File: src/hdl/a2lut_pkg.sv
// ----------------------------------------------------------------------------
// a2lut_pkg
// shared types, constants and the arctangent table for the octant atan2 core
// ----------------------------------------------------------------------------
package a2lut_pkg;

  localparam int unsigned CompW  = 8;  // width of dx and dy
  localparam int unsigned MagW   = 8;  // magnitude 0..128
  localparam int unsigned RemW   = 9;  // partial remainder, up to 2*major
  localparam int unsigned QuoW   = 6;  // ratio 0..32
  localparam int unsigned AngleW = 8;
  localparam int unsigned StepsPerStage = 3;

  localparam logic [AngleW-1:0] ZeroAngle = 8'd255;

  // octant base in units of 64; base 256 wraps to 0
  localparam logic [1:0] Base0   = 2'd0;
  localparam logic [1:0] Base64  = 2'd1;
  localparam logic [1:0] Base128 = 2'd2;
  localparam logic [1:0] Base192 = 2'd3;

  typedef struct packed {
    logic              zero;
    logic [1:0]        base;
    logic              sub;
    logic [MagW-1:0]   major;
    logic [RemW-1:0]   rem;
    logic [QuoW-1:0]   quo;
  } a2lut_work_t;

  // arctangent of q/32 scaled to 1/8 turn = 32
  function automatic logic [QuoW-1:0] arc_lut(input logic [QuoW-1:0] q);
    logic [QuoW-1:0] v;
    case (q)
      6'd0:  v = 6'd0;
      6'd1:  v = 6'd1;
      6'd2:  v = 6'd3;
      6'd3:  v = 6'd4;
      6'd4:  v = 6'd5;
      6'd5:  v = 6'd6;
      6'd6:  v = 6'd8;
      6'd7:  v = 6'd9;
      6'd8:  v = 6'd10;
      6'd9:  v = 6'd11;
      6'd10: v = 6'd12;
      6'd11: v = 6'd13;
      6'd12: v = 6'd15;
      6'd13: v = 6'd16;
      6'd14: v = 6'd17;
      6'd15: v = 6'd18;
      6'd16: v = 6'd19;
      6'd17: v = 6'd20;
      6'd18: v = 6'd21;
      6'd19: v = 6'd22;
      6'd20: v = 6'd23;
      6'd21: v = 6'd24;
      6'd22: v = 6'd25;
      6'd23: v = 6'd25;
      6'd24: v = 6'd26;
      6'd25: v = 6'd27;
      6'd26: v = 6'd28;
      6'd27: v = 6'd29;
      6'd28: v = 6'd29;
      6'd29: v = 6'd30;
      6'd30: v = 6'd31;
      6'd31: v = 6'd31;
      6'd32: v = 6'd32;
      default: v = 6'd32;
    endcase
    return v;
  endfunction

endpackage

File: src/hdl/atan2_binary_angle_octant_lut_core.sv
// ----------------------------------------------------------------------------
// atan2_binary_angle_octant_lut_core
// direction of a signed 8-bit vector as an 8-bit binary angle
// ----------------------------------------------------------------------------
// Give a beat with start high and the vector on dx_i/dy_i; one result beat
// follows out of the last register stage with valid_o high for a single cycle,
// carrying angle_o (0 along +y, 64 along +x, 256 per turn) and zero_vector_o.
// A new vector may be given in every cycle: busy stays low, since the four
// register stages (octant sort, two three-bit division stages, table and
// base add) each pass one beat per cycle and the receiver cannot stall.
// A zero vector returns angle 255 with zero_vector_o set.
module atan2_binary_angle_octant_lut_core
  import a2lut_pkg::*;
(
  input  logic              clk_i,
  input  logic              rst_ni,
  input  logic              start,
  output logic              busy,
  input  logic [CompW-1:0]  dx_i,
  input  logic [CompW-1:0]  dy_i,
  output logic              valid_o,
  output logic [AngleW-1:0] angle_o,
  output logic              zero_vector_o
);

  // stage valids and working words
  logic        sort_valid, div_a_valid, div_b_valid;
  a2lut_work_t sort_work, div_a_work, div_b_work;

  // fully pipelined, never holds off a beat
  assign busy = 1'b0;

  // stage 1: signs, magnitudes, octant base and direction
  a2lut_sort u_sort (
    .clk_i   (clk_i),
    .rst_ni  (rst_ni),
    .valid_i (start && !busy),
    .dx_i    (dx_i),
    .dy_i    (dy_i),
    .valid_o (sort_valid),
    .work_o  (sort_work)
  );

  // stage 2: quotient bits 5..3 of 32*minor/major
  a2lut_div u_div_a (
    .clk_i   (clk_i),
    .rst_ni  (rst_ni),
    .valid_i (sort_valid),
    .work_i  (sort_work),
    .valid_o (div_a_valid),
    .work_o  (div_a_work)
  );

  // stage 3: quotient bits 2..0
  a2lut_div u_div_b (
    .clk_i   (clk_i),
    .rst_ni  (rst_ni),
    .valid_i (div_a_valid),
    .work_i  (div_a_work),
    .valid_o (div_b_valid),
    .work_o  (div_b_work)
  );

  // stage 4: arctangent table, base add or subtract, result register
  a2lut_finish u_finish (
    .clk_i         (clk_i),
    .rst_ni        (rst_ni),
    .valid_i       (div_b_valid),
    .work_i        (div_b_work),
    .valid_o       (valid_o),
    .angle_o       (angle_o),
    .zero_vector_o (zero_vector_o)
  );

endmodule

File: src/hdl/a2lut_sort.sv
// ----------------------------------------------------------------------------
// a2lut_sort
// octant classification: magnitudes, minor/major, base and direction
// ----------------------------------------------------------------------------
module a2lut_sort
  import a2lut_pkg::*;
(
  input  logic               clk_i,
  input  logic               rst_ni,
  input  logic               valid_i,
  input  logic [CompW-1:0]   dx_i,
  input  logic [CompW-1:0]   dy_i,
  output logic               valid_o,
  output a2lut_work_t        work_o
);

  logic [MagW-1:0] ax, ay;
  logic            x_neg, y_neg;
  logic            y_ge_x, x_ge_y;
  logic            take_x_minor;
  a2lut_work_t     work_d, work_q;
  logic            valid_q;

  assign x_neg  = dx_i[CompW-1];
  assign y_neg  = dy_i[CompW-1];
  // -(-128) wraps to 8'h80, which reads as 128 unsigned
  assign ax     = x_neg ? (~dx_i + 8'd1) : dx_i;
  assign ay     = y_neg ? (~dy_i + 8'd1) : dy_i;
  assign y_ge_x = (ay >= ax);
  assign x_ge_y = (ax >= ay);

  always_comb begin
    work_d      = '0;
    work_d.zero = (dx_i == '0) && (dy_i == '0);
    take_x_minor = 1'b0;
    case ({x_neg, y_neg})
      2'b00: begin
        take_x_minor = y_ge_x;
        work_d.base  = y_ge_x ? Base0 : Base64;
        work_d.sub   = !y_ge_x;
      end
      2'b01: begin
        take_x_minor = !x_ge_y;
        work_d.base  = x_ge_y ? Base64 : Base128;
        work_d.sub   = !x_ge_y;
      end
      2'b11: begin
        take_x_minor = y_ge_x;
        work_d.base  = y_ge_x ? Base128 : Base192;
        work_d.sub   = !y_ge_x;
      end
      2'b10: begin
        take_x_minor = !x_ge_y;
        work_d.base  = x_ge_y ? Base192 : Base0;
        work_d.sub   = !x_ge_y;
      end
      default: begin
        take_x_minor = 1'b0;
      end
    endcase
    work_d.major = take_x_minor ? ay : ax;
    work_d.rem   = {1'b0, (take_x_minor ? ax : ay)};
    work_d.quo   = '0;
  end

  always_ff @(posedge clk_i or negedge rst_ni) begin
    if (!rst_ni) begin
      valid_q <= 1'b0;
    end else begin
      valid_q <= valid_i;
    end
  end

  always_ff @(posedge clk_i) begin
    work_q <= work_d;
  end

  assign valid_o = valid_q;
  assign work_o  = work_q;

endmodule

File: src/hdl/a2lut_div.sv
// ----------------------------------------------------------------------------
// a2lut_div
// restoring division stage, three quotient bits of 32*minor/major per stage
// ----------------------------------------------------------------------------
module a2lut_div
  import a2lut_pkg::*;
(
  input  logic          clk_i,
  input  logic          rst_ni,
  input  logic          valid_i,
  input  a2lut_work_t   work_i,
  output logic          valid_o,
  output a2lut_work_t   work_o
);

  a2lut_work_t   work_d, work_q;
  logic          valid_q;
  logic [RemW-1:0] r;
  logic [RemW-1:0] diff;
  logic          quo_bit;

  // compare, subtract, then shift: the remainder stays below 2*major
  always_comb begin
    work_d  = work_i;
    r       = work_i.rem;
    diff    = '0;
    quo_bit = 1'b0;
    for (int i = 0; i < StepsPerStage; i++) begin
      quo_bit    = (r >= {1'b0, work_i.major});
      diff       = quo_bit ? (r - {1'b0, work_i.major}) : r;
      r          = {diff[RemW-2:0], 1'b0};
      work_d.quo = {work_d.quo[QuoW-2:0], quo_bit};
    end
    work_d.rem = r;
  end

  always_ff @(posedge clk_i or negedge rst_ni) begin
    if (!rst_ni) begin
      valid_q <= 1'b0;
    end else begin
      valid_q <= valid_i;
    end
  end

  always_ff @(posedge clk_i) begin
    work_q <= work_d;
  end

  assign valid_o = valid_q;
  assign work_o  = work_q;

endmodule

File: src/hdl/a2lut_finish.sv
// ----------------------------------------------------------------------------
// a2lut_finish
// table lookup, octant base add or subtract, zero vector override
// ----------------------------------------------------------------------------
module a2lut_finish
  import a2lut_pkg::*;
(
  input  logic              clk_i,
  input  logic              rst_ni,
  input  logic              valid_i,
  input  a2lut_work_t       work_i,
  output logic              valid_o,
  output logic [AngleW-1:0] angle_o,
  output logic              zero_vector_o
);

  logic [AngleW-1:0] base8, lut8, angle_d, angle_q;
  logic              zero_q, valid_q;

  assign base8 = {work_i.base, 6'b0};
  assign lut8  = {2'b0, arc_lut(work_i.quo)};

  always_comb begin
    if (work_i.zero) begin
      angle_d = ZeroAngle;
    end else if (work_i.sub) begin
      angle_d = base8 - lut8;
    end else begin
      angle_d = base8 + lut8;
    end
  end

  always_ff @(posedge clk_i or negedge rst_ni) begin
    if (!rst_ni) begin
      valid_q <= 1'b0;
    end else begin
      valid_q <= valid_i;
    end
  end

  always_ff @(posedge clk_i) begin
    angle_q <= angle_d;
    zero_q  <= work_i.zero;
  end

  assign valid_o       = valid_q;
  assign angle_o       = angle_q;
  assign zero_vector_o = zero_q;

endmodule
File: config.mk
export PLATFORM = sky130hd
export DESIGN_NAME = atan2_binary_angle_octant_lut_core
export DESIGN_NICKNAME = d
export VERILOG_FILES = /design/src/hdl/a2lut_pkg.sv /design/src/hdl/atan2_binary_angle_octant_lut_core.sv /design/src/hdl/a2lut_sort.sv /design/src/hdl/a2lut_div.sv /design/src/hdl/a2lut_finish.sv
export SDC_FILE = /design/constraint.sdc
export NUM_CORES = 1
export LEC_CHECK = 0
export BUFFER_PORTS_ARGS = -buffer_cell sky130_fd_sc_hd__clkbuf_2
export CORE_ASPECT_RATIO = 1.4
export CORE_MARGIN = 10
export CORE_UTILIZATION = 55
export DETAILED_ROUTE_END_ITERATION = 6
export HOLD_SLACK_MARGIN = 0.03
export PLACE_DENSITY = 0.74
export REMOVE_ABC_BUFFERS = 1
export SYNTH_ARGS = -nofsm -noshare
export SYNTH_HDL_FRONTEND = slang
export SYNTH_SLANG_ARGS = --single-unit
File: constraint.sdc
create_clock -name clk_i -period 6.71 [get_ports clk_i]
set_input_delay 0.3355 -clock clk_i [delete_from_list [all_inputs] [get_ports clk_i]]
set_output_delay 0.3355 -clock clk_i [all_outputs]
set_load 0.02 [all_outputs]
==> results of run 1 <==
-- per-stage QoR --
step | setup TNS, ns | setup WS [ns] | cell area [µm²]
final | 0 | 0.483 | 5600
after global routing | 0 | 0.0386 | 5600
after CTS | 0 | 0.0534 | 5560
after detailed placement | 0 | 0.00739 | 5180
after global placement | -0.0731 | -0.0319 | 5180
after floorplan | 0 | 0.0538 | 4850
-- area by class of cell --
class	count	area [µm²]
tap	105	131
multi-input combinational	435	3350
fill	726	3060
inverter	53	199
clock buffer	11	254
clock inverter	5	108
sequential	66	1340
timing repair buffer	36	219
-- flip-flops by register name, summed over array words and instances, names as in the netlist --
signal                  cells
u_div_a.work_o             23
u_sort.work_o              20
u_finish.angle_o            8
u_finish.lut8               6
u_div_b.work_o              4
u_div_a.valid_o             1
u_div_b.valid_o             1
u_finish.valid_o            1
u_finish.zero_vector_o      1
u_sort.valid_o              1
-- per-layer routing --
layer	routed length, µm	part of all wire [%]
met5	0	0
met1	4630	41
met4	579	5.1
met2	5910	52
met3	290	2.5
-- worst max-delay path, delay by kind of cell (launching register included) --
| kind | cells | cell delay [ns] |
|---|---|---|
| mux | 2 | 0.66 |
| flops | 1 | 0.45 |
| simple gates | 7 | 0.82 |
| fa+ha+maj | 4 | 1.32 |
| buf+inv | 3 | 0.46 |
| compound gates | 12 | 2.39 |
-- layout by cell type, fill, tap and decap left out, drive strengths merged, types with 4 or more instances in the layout --
cell    synthesis  final
a31oi           4      4
a211oi         11     11
nor4            4      4
dfxtp          62     62
nand2b         13     13
nand3           8      8
ha             66     66
and3            6      6
nor3           12     12
nand2          44     44
mux2i          26     26
xor2           12     12
a21o           11     11
buf             5      7
mux2           15     15
nor2b           9      9
o21ai          33     33
inv            53     54
o211ai          5      5
a21oi          31     31
dfrtp           4      4
o21a           10     10
o31ai          10     10
xnor2          22     22
nor2           35     35
clkbuf          9     39
-- worst max path at each step --
| stage | from | endpoint | slack (ns) | depth (start not counted) |
|---|---|---|---|---|
| floorplan | u_div_a.work_o[16]$_DFF_P_ | u_finish.lut8[1]$_SDFF_PP0_ | 0.05 | 27 |
| finish | u_sort.work_o[16]$_DFF_P_ | u_div_a.work_o[14]$_DFF_P_ | 0.48 | 28 |
| CTS | u_sort.work_o[16]$_DFF_P_ | u_div_a.work_o[14]$_DFF_P_ | 0.05 | 28 |
| global placement | u_sort.work_o[16]$_DFF_P_ | u_div_a.work_o[14]$_DFF_P_ | -0.03 | 28 |
| detailed placement | u_sort.work_o[16]$_DFF_P_ | u_div_a.work_o[14]$_DFF_P_ | 0.007 | 28 |
| global route | u_sort.work_o[16]$_DFF_P_ | u_div_a.work_o[10]$_DFF_P_ | 0.04 | 25 |
-- cells by family after synthesis --
family,Yosys count,synth area share (%)
buffers and inverters,67,5.32
AND/OR/NAND/NOR,149,14.8
AO/OA/AOI/OAI,140,19.2
adder cells (fa/ha/maj),69,18.0
multiplexers,42,9.20
other,1,0.0764
flip-flops,66,27.3
XOR/XNOR,34,6.06
-- timing repair --
action	4_1_cts	5_1_grt
pin swaps	0	1
cloned	0	0
endpoints found under the setup margin	6	11
hold buffers	1	0
hold endpoints to repair	4	0
gates resized for setup	1	10
==> impl_metrics.env, run 1 <==
export IMPL_ys_seq_area_share_pct=27.3
export IMPL_rr_endpoint="u_div_a.work_o[14]$_DFF_P_"
export IMPL_cts_tree="done"
export IMPL_io_buffers=28
export IMPL_wire_per_inst_um=16.1
export IMPL_crit_path_end_kind="flip-flop"
export IMPL_drv_slew=0
export IMPL_synthTopCellsByArea="dfxtp_1 25%, ha_1 17%, mux2i_1 5.3%"
export IMPL_grt_ovfl_total=0
export IMPL_cts_setup_buffers=0
export IMPL_r2r_start="u_sort.work_o[16]$_DFF_P_"
export IMPL_final_nets=689
export IMPL_grt_pass1_vias=4306
export IMPL_cts_root_buf="clkbuf_16"
export IMPL_holdWs_ns=0.113
export IMPL_antenna_cells=0
export IMPL_synth_ff_type="dfxtp_1"
export IMPL_async_reset_ff_share_pct=6.06
export IMPL_maxCapViolations=0
export IMPL_final_core_util_pct=64.7
export IMPL_die_h_um=132
export IMPL_dpl_hpwl_mm=9.11
export IMPL_critPathRequiredTime_ns=6.92
export IMPL_antenna_found_initial=0
export IMPL_syn_inst=568
export IMPL_pin_count=30
export IMPL_use_met1_pct=18.2
export IMPL_crit_path_start_kind="flip-flop"
export IMPL_path_max_fanout=12
export IMPL_outcome="completed"
export IMPL_synth_edff_count=0
export IMPL_crit_type="reg -> reg"
export IMPL_hold_viol_final=0
export IMPL_die_area_um2=13200
export IMPL_hp_class="in -> reg"
export IMPL_cts_num_sinks=66
export IMPL_hp_start="start"
export IMPL_mappedNetlistArea_um2=4910
export IMPL_max_freq_mhz=161
export IMPL_vias_per_cell=5.80
export IMPL_crit_slowest_cell="fa_1"
export IMPL_period_share_pct=92.8
export IMPL_gp_congestion=0.941
export IMPL_setup_violations=0
export IMPL_clk_pin_slew_ns=0.05
export IMPL_ant_nets=0
export IMPL_cts_made_buffers=9
export IMPL_drtIter0Drc=218
export IMPL_clockBufferDepth=2
export IMPL_cp_slowest_stage_delay_ns=0.48
export IMPL_core_um2=8660
export IMPL_r2r_cells=28
export IMPL_synth_commonest_cells="66 x ha_1, 62 x dfxtp_1, 53 x inv_1"
export IMPL_fin_skew_ns=0.00501
export IMPL_clk_latency_ns=0.33
export IMPL_holdPathEnd="u_sort.valid_o$_DFF_PN0_"
export IMPL_slew_headroom_pct=65.9
export IMPL_firstDrtPassIters=4
export IMPL_synth_area_leader_cell="dfxtp_1"
export IMPL_place_inst=694
export IMPL_area_growth_pct=14.0
export IMPL_met2_usage_pct=31.3
export IMPL_crit_arrival_ns=6.44
export IMPL_grt_pass1_wl_mm=19.4
export IMPL_busiest_layer="met2"
export IMPL_yosysMostFrequentCell="ha_1"
export IMPL_drc=0
export IMPL_crit_top_cell="ha_1"
export IMPL_cts_htree_levels=3
export IMPL_initial_core_util_pct=56.7
export IMPL_via_count=4126
export IMPL_syn_area_per_cell_um2=8.65
export IMPL_worst_pin_slew_ns=0.507
export IMPL_synthDistinctLibCells=61
export IMPL_instances_no_fill=711
export IMPL_grt_use_met3_pct=3.04
export IMPL_synth_warnings=0
export IMPL_grt_max_degree=22
export IMPL_layout_min_cycle_time_ns=6.23
export IMPL_rsz0062_at_grt="false"
export IMPL_drive_gt1_share_pct=14.0
export IMPL_synth_top_cell_area_share_pct=25.3
export IMPL_r2r_setup_slack_ns=0.48
export IMPL_whs_path_depth=1
export IMPL_synth_seq_cells=66
export IMPL_fp_dieW_um=99.9
export IMPL_grt_use_total_pct=17.6
export IMPL_wirelength_mm=11.4
export IMPL_rows=40
Power of run 1 is not shown: default switching activity piles up to over one toggle a cycle in this logic, so the estimate is an artifact.
==> run 2, diff against run 1 <==
PLACE_DENSITY = 0.75   (was 0.74)
TNS_END_PERCENT = 5   (was unset)
==> impl_metrics.env, run 2 (synthesized netlist as in run 1, its figures left out) <==
export IMPL_instances_no_fill=713
export IMPL_gp_congestion=0.987
export IMPL_cts_root_buf="clkbuf_16"
export IMPL_dpl_hpwl_mm=9.21
export IMPL_wirelength_mm=11.6
export IMPL_io_buffers=28
export IMPL_clk_pin_slew_ns=0.06
export IMPL_fillers=768
export IMPL_largest_register_ffs=23
export IMPL_max_freq_mhz=158
export IMPL_ant_nets=0
export IMPL_cts_htree_levels=3
export IMPL_cp_slowest_stage_delay_ns=0.49
export IMPL_layout_min_cycle_time_ns=6.34
export IMPL_crit_top_cell="ha_1"
export IMPL_hold_viol_final=0
export IMPL_outcome="completed"
export IMPL_maxCapViolations=0
export IMPL_holdWs_ns=0.110
export IMPL_drv_slew=0
export IMPL_slew_headroom_pct=66.2
export IMPL_grt_pass1_vias=4207
export IMPL_final_common_cell="ha_1"
export IMPL_critPathRequiredTime_ns=6.92
export IMPL_die_area_um2=13200
export IMPL_fin_skew_ns=0.00603
export IMPL_grt_pass1_wl_mm=19.3
export IMPL_drive_gt1_share_pct=14.5
export IMPL_period_share_pct=94.5
export IMPL_cts_tree="done"
export IMPL_grt_max_degree=17
export IMPL_antenna_cells=0
export IMPL_setup_violations=0
export IMPL_drc=0
export IMPL_area_growth_pct=13.0
export IMPL_wire_per_inst_um=16.3
export IMPL_cts_num_sinks=66
export IMPL_regArea_um2=1340
export IMPL_crit_arrival_ns=6.55
export IMPL_drtIter0Drc=213
export IMPL_clockBufferDepth=2
export IMPL_initial_core_util_pct=56.7
export IMPL_hp_class="in -> reg"
export IMPL_antenna_found_initial=0
export IMPL_final_nets=691
export IMPL_grt_ovfl_total=0
export IMPL_crit_slowest_cell="fa_1"
export IMPL_rows=40
export IMPL_place_inst=695
export IMPL_firstDrtPassIters=5
export IMPL_final_cell_mix="66 x ha_1, 61 x dfxtp_1, 53 x inv_1, 43 x nand2_1, 35 x nor2_1"
export IMPL_path_buf_inv=3
export IMPL_tns_ns=0
export IMPL_core_um2=8660
export IMPL_worst_pin_slew_ns=0.503
export IMPL_die_h_um=132
export IMPL_via_count=4154
export IMPL_clk_latency_ns=0.33
export IMPL_pin_count=30
export IMPL_cts_made_buffers=9
export IMPL_crit_type="reg -> reg"
export IMPL_fp_dieW_um=99.9
export IMPL_crit_path_end_kind="flip-flop"
export IMPL_vias_per_cell=5.83
export IMPL_crit_path_start_kind="flip-flop"
export IMPL_multi_input_area_um2=3350
export IMPL_path_max_fanout=12
export IMPL_grt_use_total_pct=17.6
export IMPL_path_delay_family="compound AO/OA/AOI/OAI gates"
[run 2: worst paths after layout]
| kind | startpoint | end | slack [ns] | depth (start not counted) |
|---|---|---|---|---|
| worst max-delay path | u_sort.work_o[16]$_DFF_P_ | u_div_a.work_o[11]$_DFF_P_ | 0.37 | 28 |
| worst min-delay path | start | u_sort.valid_o$_DFF_PN0_ | 0.11 | 1 |
| worst max register to register | u_sort.work_o[16]$_DFF_P_ | u_div_a.work_o[11]$_DFF_P_ | 0.37 | 28 |
| worst min register to register | u_div_a.work_o[25]$_DFF_P_ | u_div_b.work_o[25]$_DFF_P_ | 0.33 | 0 |
| max in group asynchronous | rst_ni | u_sort.valid_o$_DFF_PN0_ | 6.23 | 2 |
| min in group asynchronous | rst_ni | u_finish.valid_o$_DFF_PN0_ | 0.36 | 2 |
[run 2: area by class of cell]
class	count	share of cell area, %
Clock buffer	11	4.37
Clock inverter	5	1.13
Sequential cell	66	24.2
Tap cell	105	2.37
Inverter	53	3.59
Multi-Input combinational cell	435	60.4
Timing Repair Buffer	38	3.99
[run 2: per-stage QoR]
step | utilization, % | cell area (µm²) | setup slack, ns
6_report | 64.1 | 5550 | 0.371
5_1_grt | 64.1 | 5550 | -0.0693
4_1_cts | 63.6 | 5510 | 0.0336
3_5_place_dp | 59.8 | 5180 | -0.151
3_3_place_gp | 59.8 | 5180 | 0.00279
2_1_floorplan | - | 4850 | 0.0538
[run 2: worst reg2reg max path, delay by kind of cell, from the launching register on]
family / cells / cell delay (ns)
compound gates: 12 / 2.53
fa+ha+maj: 4 / 1.33
buf+inv: 3 / 0.44
flops: 1 / 0.40
mux: 2 / 0.66
simple gates: 7 / 0.86
[run 2: routing by layer]
layer  vias to the layer above  track usage, %  wire [µm]  part of all wire [%]
li1                       2082               -          -                     -
met1                      1948            18.6       4590                    40
met2                        91            31.8       6190                    53
met3                        33            3.31        379                   3.3
met4                         0            8.39        447                   3.9
met5                         -               0          0                     0
[run 2: timing repair]
action	in CTS	in global routing
hold buffers	1	0
pin swaps	0	1
setup buffers	0	1
endpoints found under the setup margin	9	11
hold endpoints to repair	4	0
gates resized for setup	3	9
Power of run 2 is left out for the same reason.
==> run 3, diff against run 2 <==
CAP_MARGIN = 10   (was unset)
PLACE_DENSITY = unset   (was 0.75)
PLACE_DENSITY_LB_ADDON = 0.3   (was unset)
==> impl_metrics.env, run 3 (synthesized netlist as in run 1, its figures left out) <==
export IMPL_grt_max_degree=17
export IMPL_r2r_setup_slack_ns=0.40
export IMPL_final_common_cell="ha_1"
export IMPL_area_growth_pct=12.9
export IMPL_fin_skew_ns=0.00811
export IMPL_critPathRequiredTime_ns=6.92
export IMPL_crit_type="reg -> reg"
export IMPL_setup_violations=0
export IMPL_cts_setup_buffers=0
export IMPL_r2r_cells=26
export IMPL_hp_start="start"
export IMPL_ant_nets=0
export IMPL_grt_use_total_pct=17.8
export IMPL_crit_arrival_ns=6.52
export IMPL_cts_made_buffers=9
export IMPL_initial_core_util_pct=56.7
export IMPL_firstDrtPassIters=4
export IMPL_path_max_fanout=8
export IMPL_holdPathEnd="u_sort.valid_o$_DFF_PN0_"
export IMPL_grt_pass1_wl_mm=19.5
export IMPL_final_cell_mix="66 x ha_1, 62 x dfxtp_1, 53 x inv_1, 42 x nand2_1, 35 x nor2_1"
export IMPL_die_area_um2=13200
export IMPL_cts_root_buf="clkbuf_16"
export IMPL_drc=0
export IMPL_layout_min_cycle_time_ns=6.31
export IMPL_fillers=723
export IMPL_final_nets=690
export IMPL_whs_path_depth=1
export IMPL_antenna_found_initial=0
export IMPL_cts_tree="done"
export IMPL_dpl_hpwl_mm=9.39
export IMPL_drv_slew=0
export IMPL_rr_endpoint="u_div_a.work_o[14]$_DFF_P_"
export IMPL_clk_latency_ns=0.33
export IMPL_crit_path_start_kind="flip-flop"
export IMPL_wirelength_mm=11.5
export IMPL_tns_ns=0
export IMPL_rows=40
export IMPL_clockBufferDepth=2
export IMPL_max_freq_mhz=159
export IMPL_gp_congestion=0.922
export IMPL_wire_per_inst_um=16.2
export IMPL_hp_class="in -> reg"
export IMPL_vias_per_cell=5.88
export IMPL_cts_htree_levels=3
export IMPL_via_count=4185
export IMPL_r2r_start="u_sort.work_o[16]$_DFF_P_"
export IMPL_grt_pass1_vias=4373
export IMPL_maxCapViolations=0
export IMPL_cts_num_sinks=66
export IMPL_drive_gt1_share_pct=14.2
export IMPL_core_um2=8660
export IMPL_antenna_cells=0
export IMPL_io_buffers=28
export IMPL_grt_ovfl_total=0
export IMPL_pin_count=30
export IMPL_crit_path_end_kind="flip-flop"
export IMPL_outcome="completed"
export IMPL_clk_pin_slew_ns=0.06
export IMPL_drtIter0Drc=227
export IMPL_period_share_pct=94.0
export IMPL_die_h_um=132
export IMPL_hold_viol_final=0
export IMPL_fp_dieW_um=99.9
export IMPL_largest_register_ffs=23
[run 3: how the worst max path moves through the flow]
stage                     slack, ns                        from  cells after the start                           to
after floorplan                0.05  u_div_a.work_o[16]$_DFF_P_                     27  u_finish.lut8[1]$_SDFF_PP0_
final                          0.40   u_sort.work_o[16]$_DFF_P_                     26   u_div_a.work_o[14]$_DFF_P_
after global routing          -0.01  u_div_a.work_o[19]$_DFF_P_                     29  u_finish.lut8[1]$_SDFF_PP0_
after CTS                      0.15   u_sort.work_o[16]$_DFF_P_                     28   u_div_a.work_o[14]$_DFF_P_
after detailed placement      -0.12   u_sort.work_o[16]$_DFF_P_                     28   u_div_a.work_o[14]$_DFF_P_
after global placement        -0.02   u_sort.work_o[16]$_DFF_P_                     28   u_div_a.work_o[14]$_DFF_P_
[run 3: through the flow]
stage / instances / hold slack (ns) / util [%] / setup slack (ns) / cell area (µm²)
2_1_floorplan: 554 / 0.0399 / - / 0.0538 / 4850
3_3_place_gp: 695 / 0.141 / 59.8 / -0.0191 / 5180
3_5_place_dp: 695 / 0.144 / 59.8 / -0.116 / 5180
4_1_cts: 712 / 0.105 / 63.6 / 0.145 / 5510
5_1_grt: 712 / 0.110 / 64.0 / -0.0125 / 5550
6_report: 712 / 0.113 / 64.0 / 0.402 / 5550
[run 3: timing repair]
action / CTS / global route
hold buffers: 1 / 0
gates resized for setup: 2 / 10
setup endpoints to repair: 7 / 11
pin swaps: 0 / 0
endpoints found under the hold margin: 4 / 0
[run 3: final cells by class]
| class | instances | area [µm²] | share of cell area, % |
|---|---|---|---|
| multi-input cells | 435 | 3350 | 60.4 |
| flip-flops and latches | 66 | 1340 | 24.2 |
| clock buffers | 9 | 225 | 4.06 |
| repair buffers | 37 | 214 | 3.86 |
| inverters | 53 | 199 | 3.59 |
| well taps | 105 | 131 | 2.37 |
| clock inverters | 7 | 82.6 | 1.49 |
[run 3: routing by layer]
metal | GRT usage (%) | wire length [µm] | up-vias
li1 | - | - | 2085
met1 | 17.6 | 4520 | 1969
met2 | 32.6 | 6190 | 92
met3 | 3.62 | 327 | 39
met4 | 10.8 | 517 | 0
met5 | 0 | 0 | -
[run 3: critical path: stages (launching register included)]
cell and delay (ns):
dfxtp_1 0.48, inv_1 0.18, fa_1 0.50, a211oi_2 0.25, o21ai_1 0.16, a21o_1 0.22
a21oi_4 0.27, buf_4 0.21, nand2_1 0.06, o21ai_0 0.14, ha_1 0.35, a21o_1 0.21
a211oi_2 0.28, o21ai_0 0.16, and2_1 0.19, nand2b_1 0.20, buf_4 0.20, mux2i_1 0.20
ha_1 0.31, nand3_1 0.14, a21oi_1 0.07, a211oi_1 0.35, o21a_1 0.23, o41ai_1 0.10
a21oi_2 0.30, nand2_4 0.14, mux2_2 0.30
Power of run 3 is left out for the same reason.
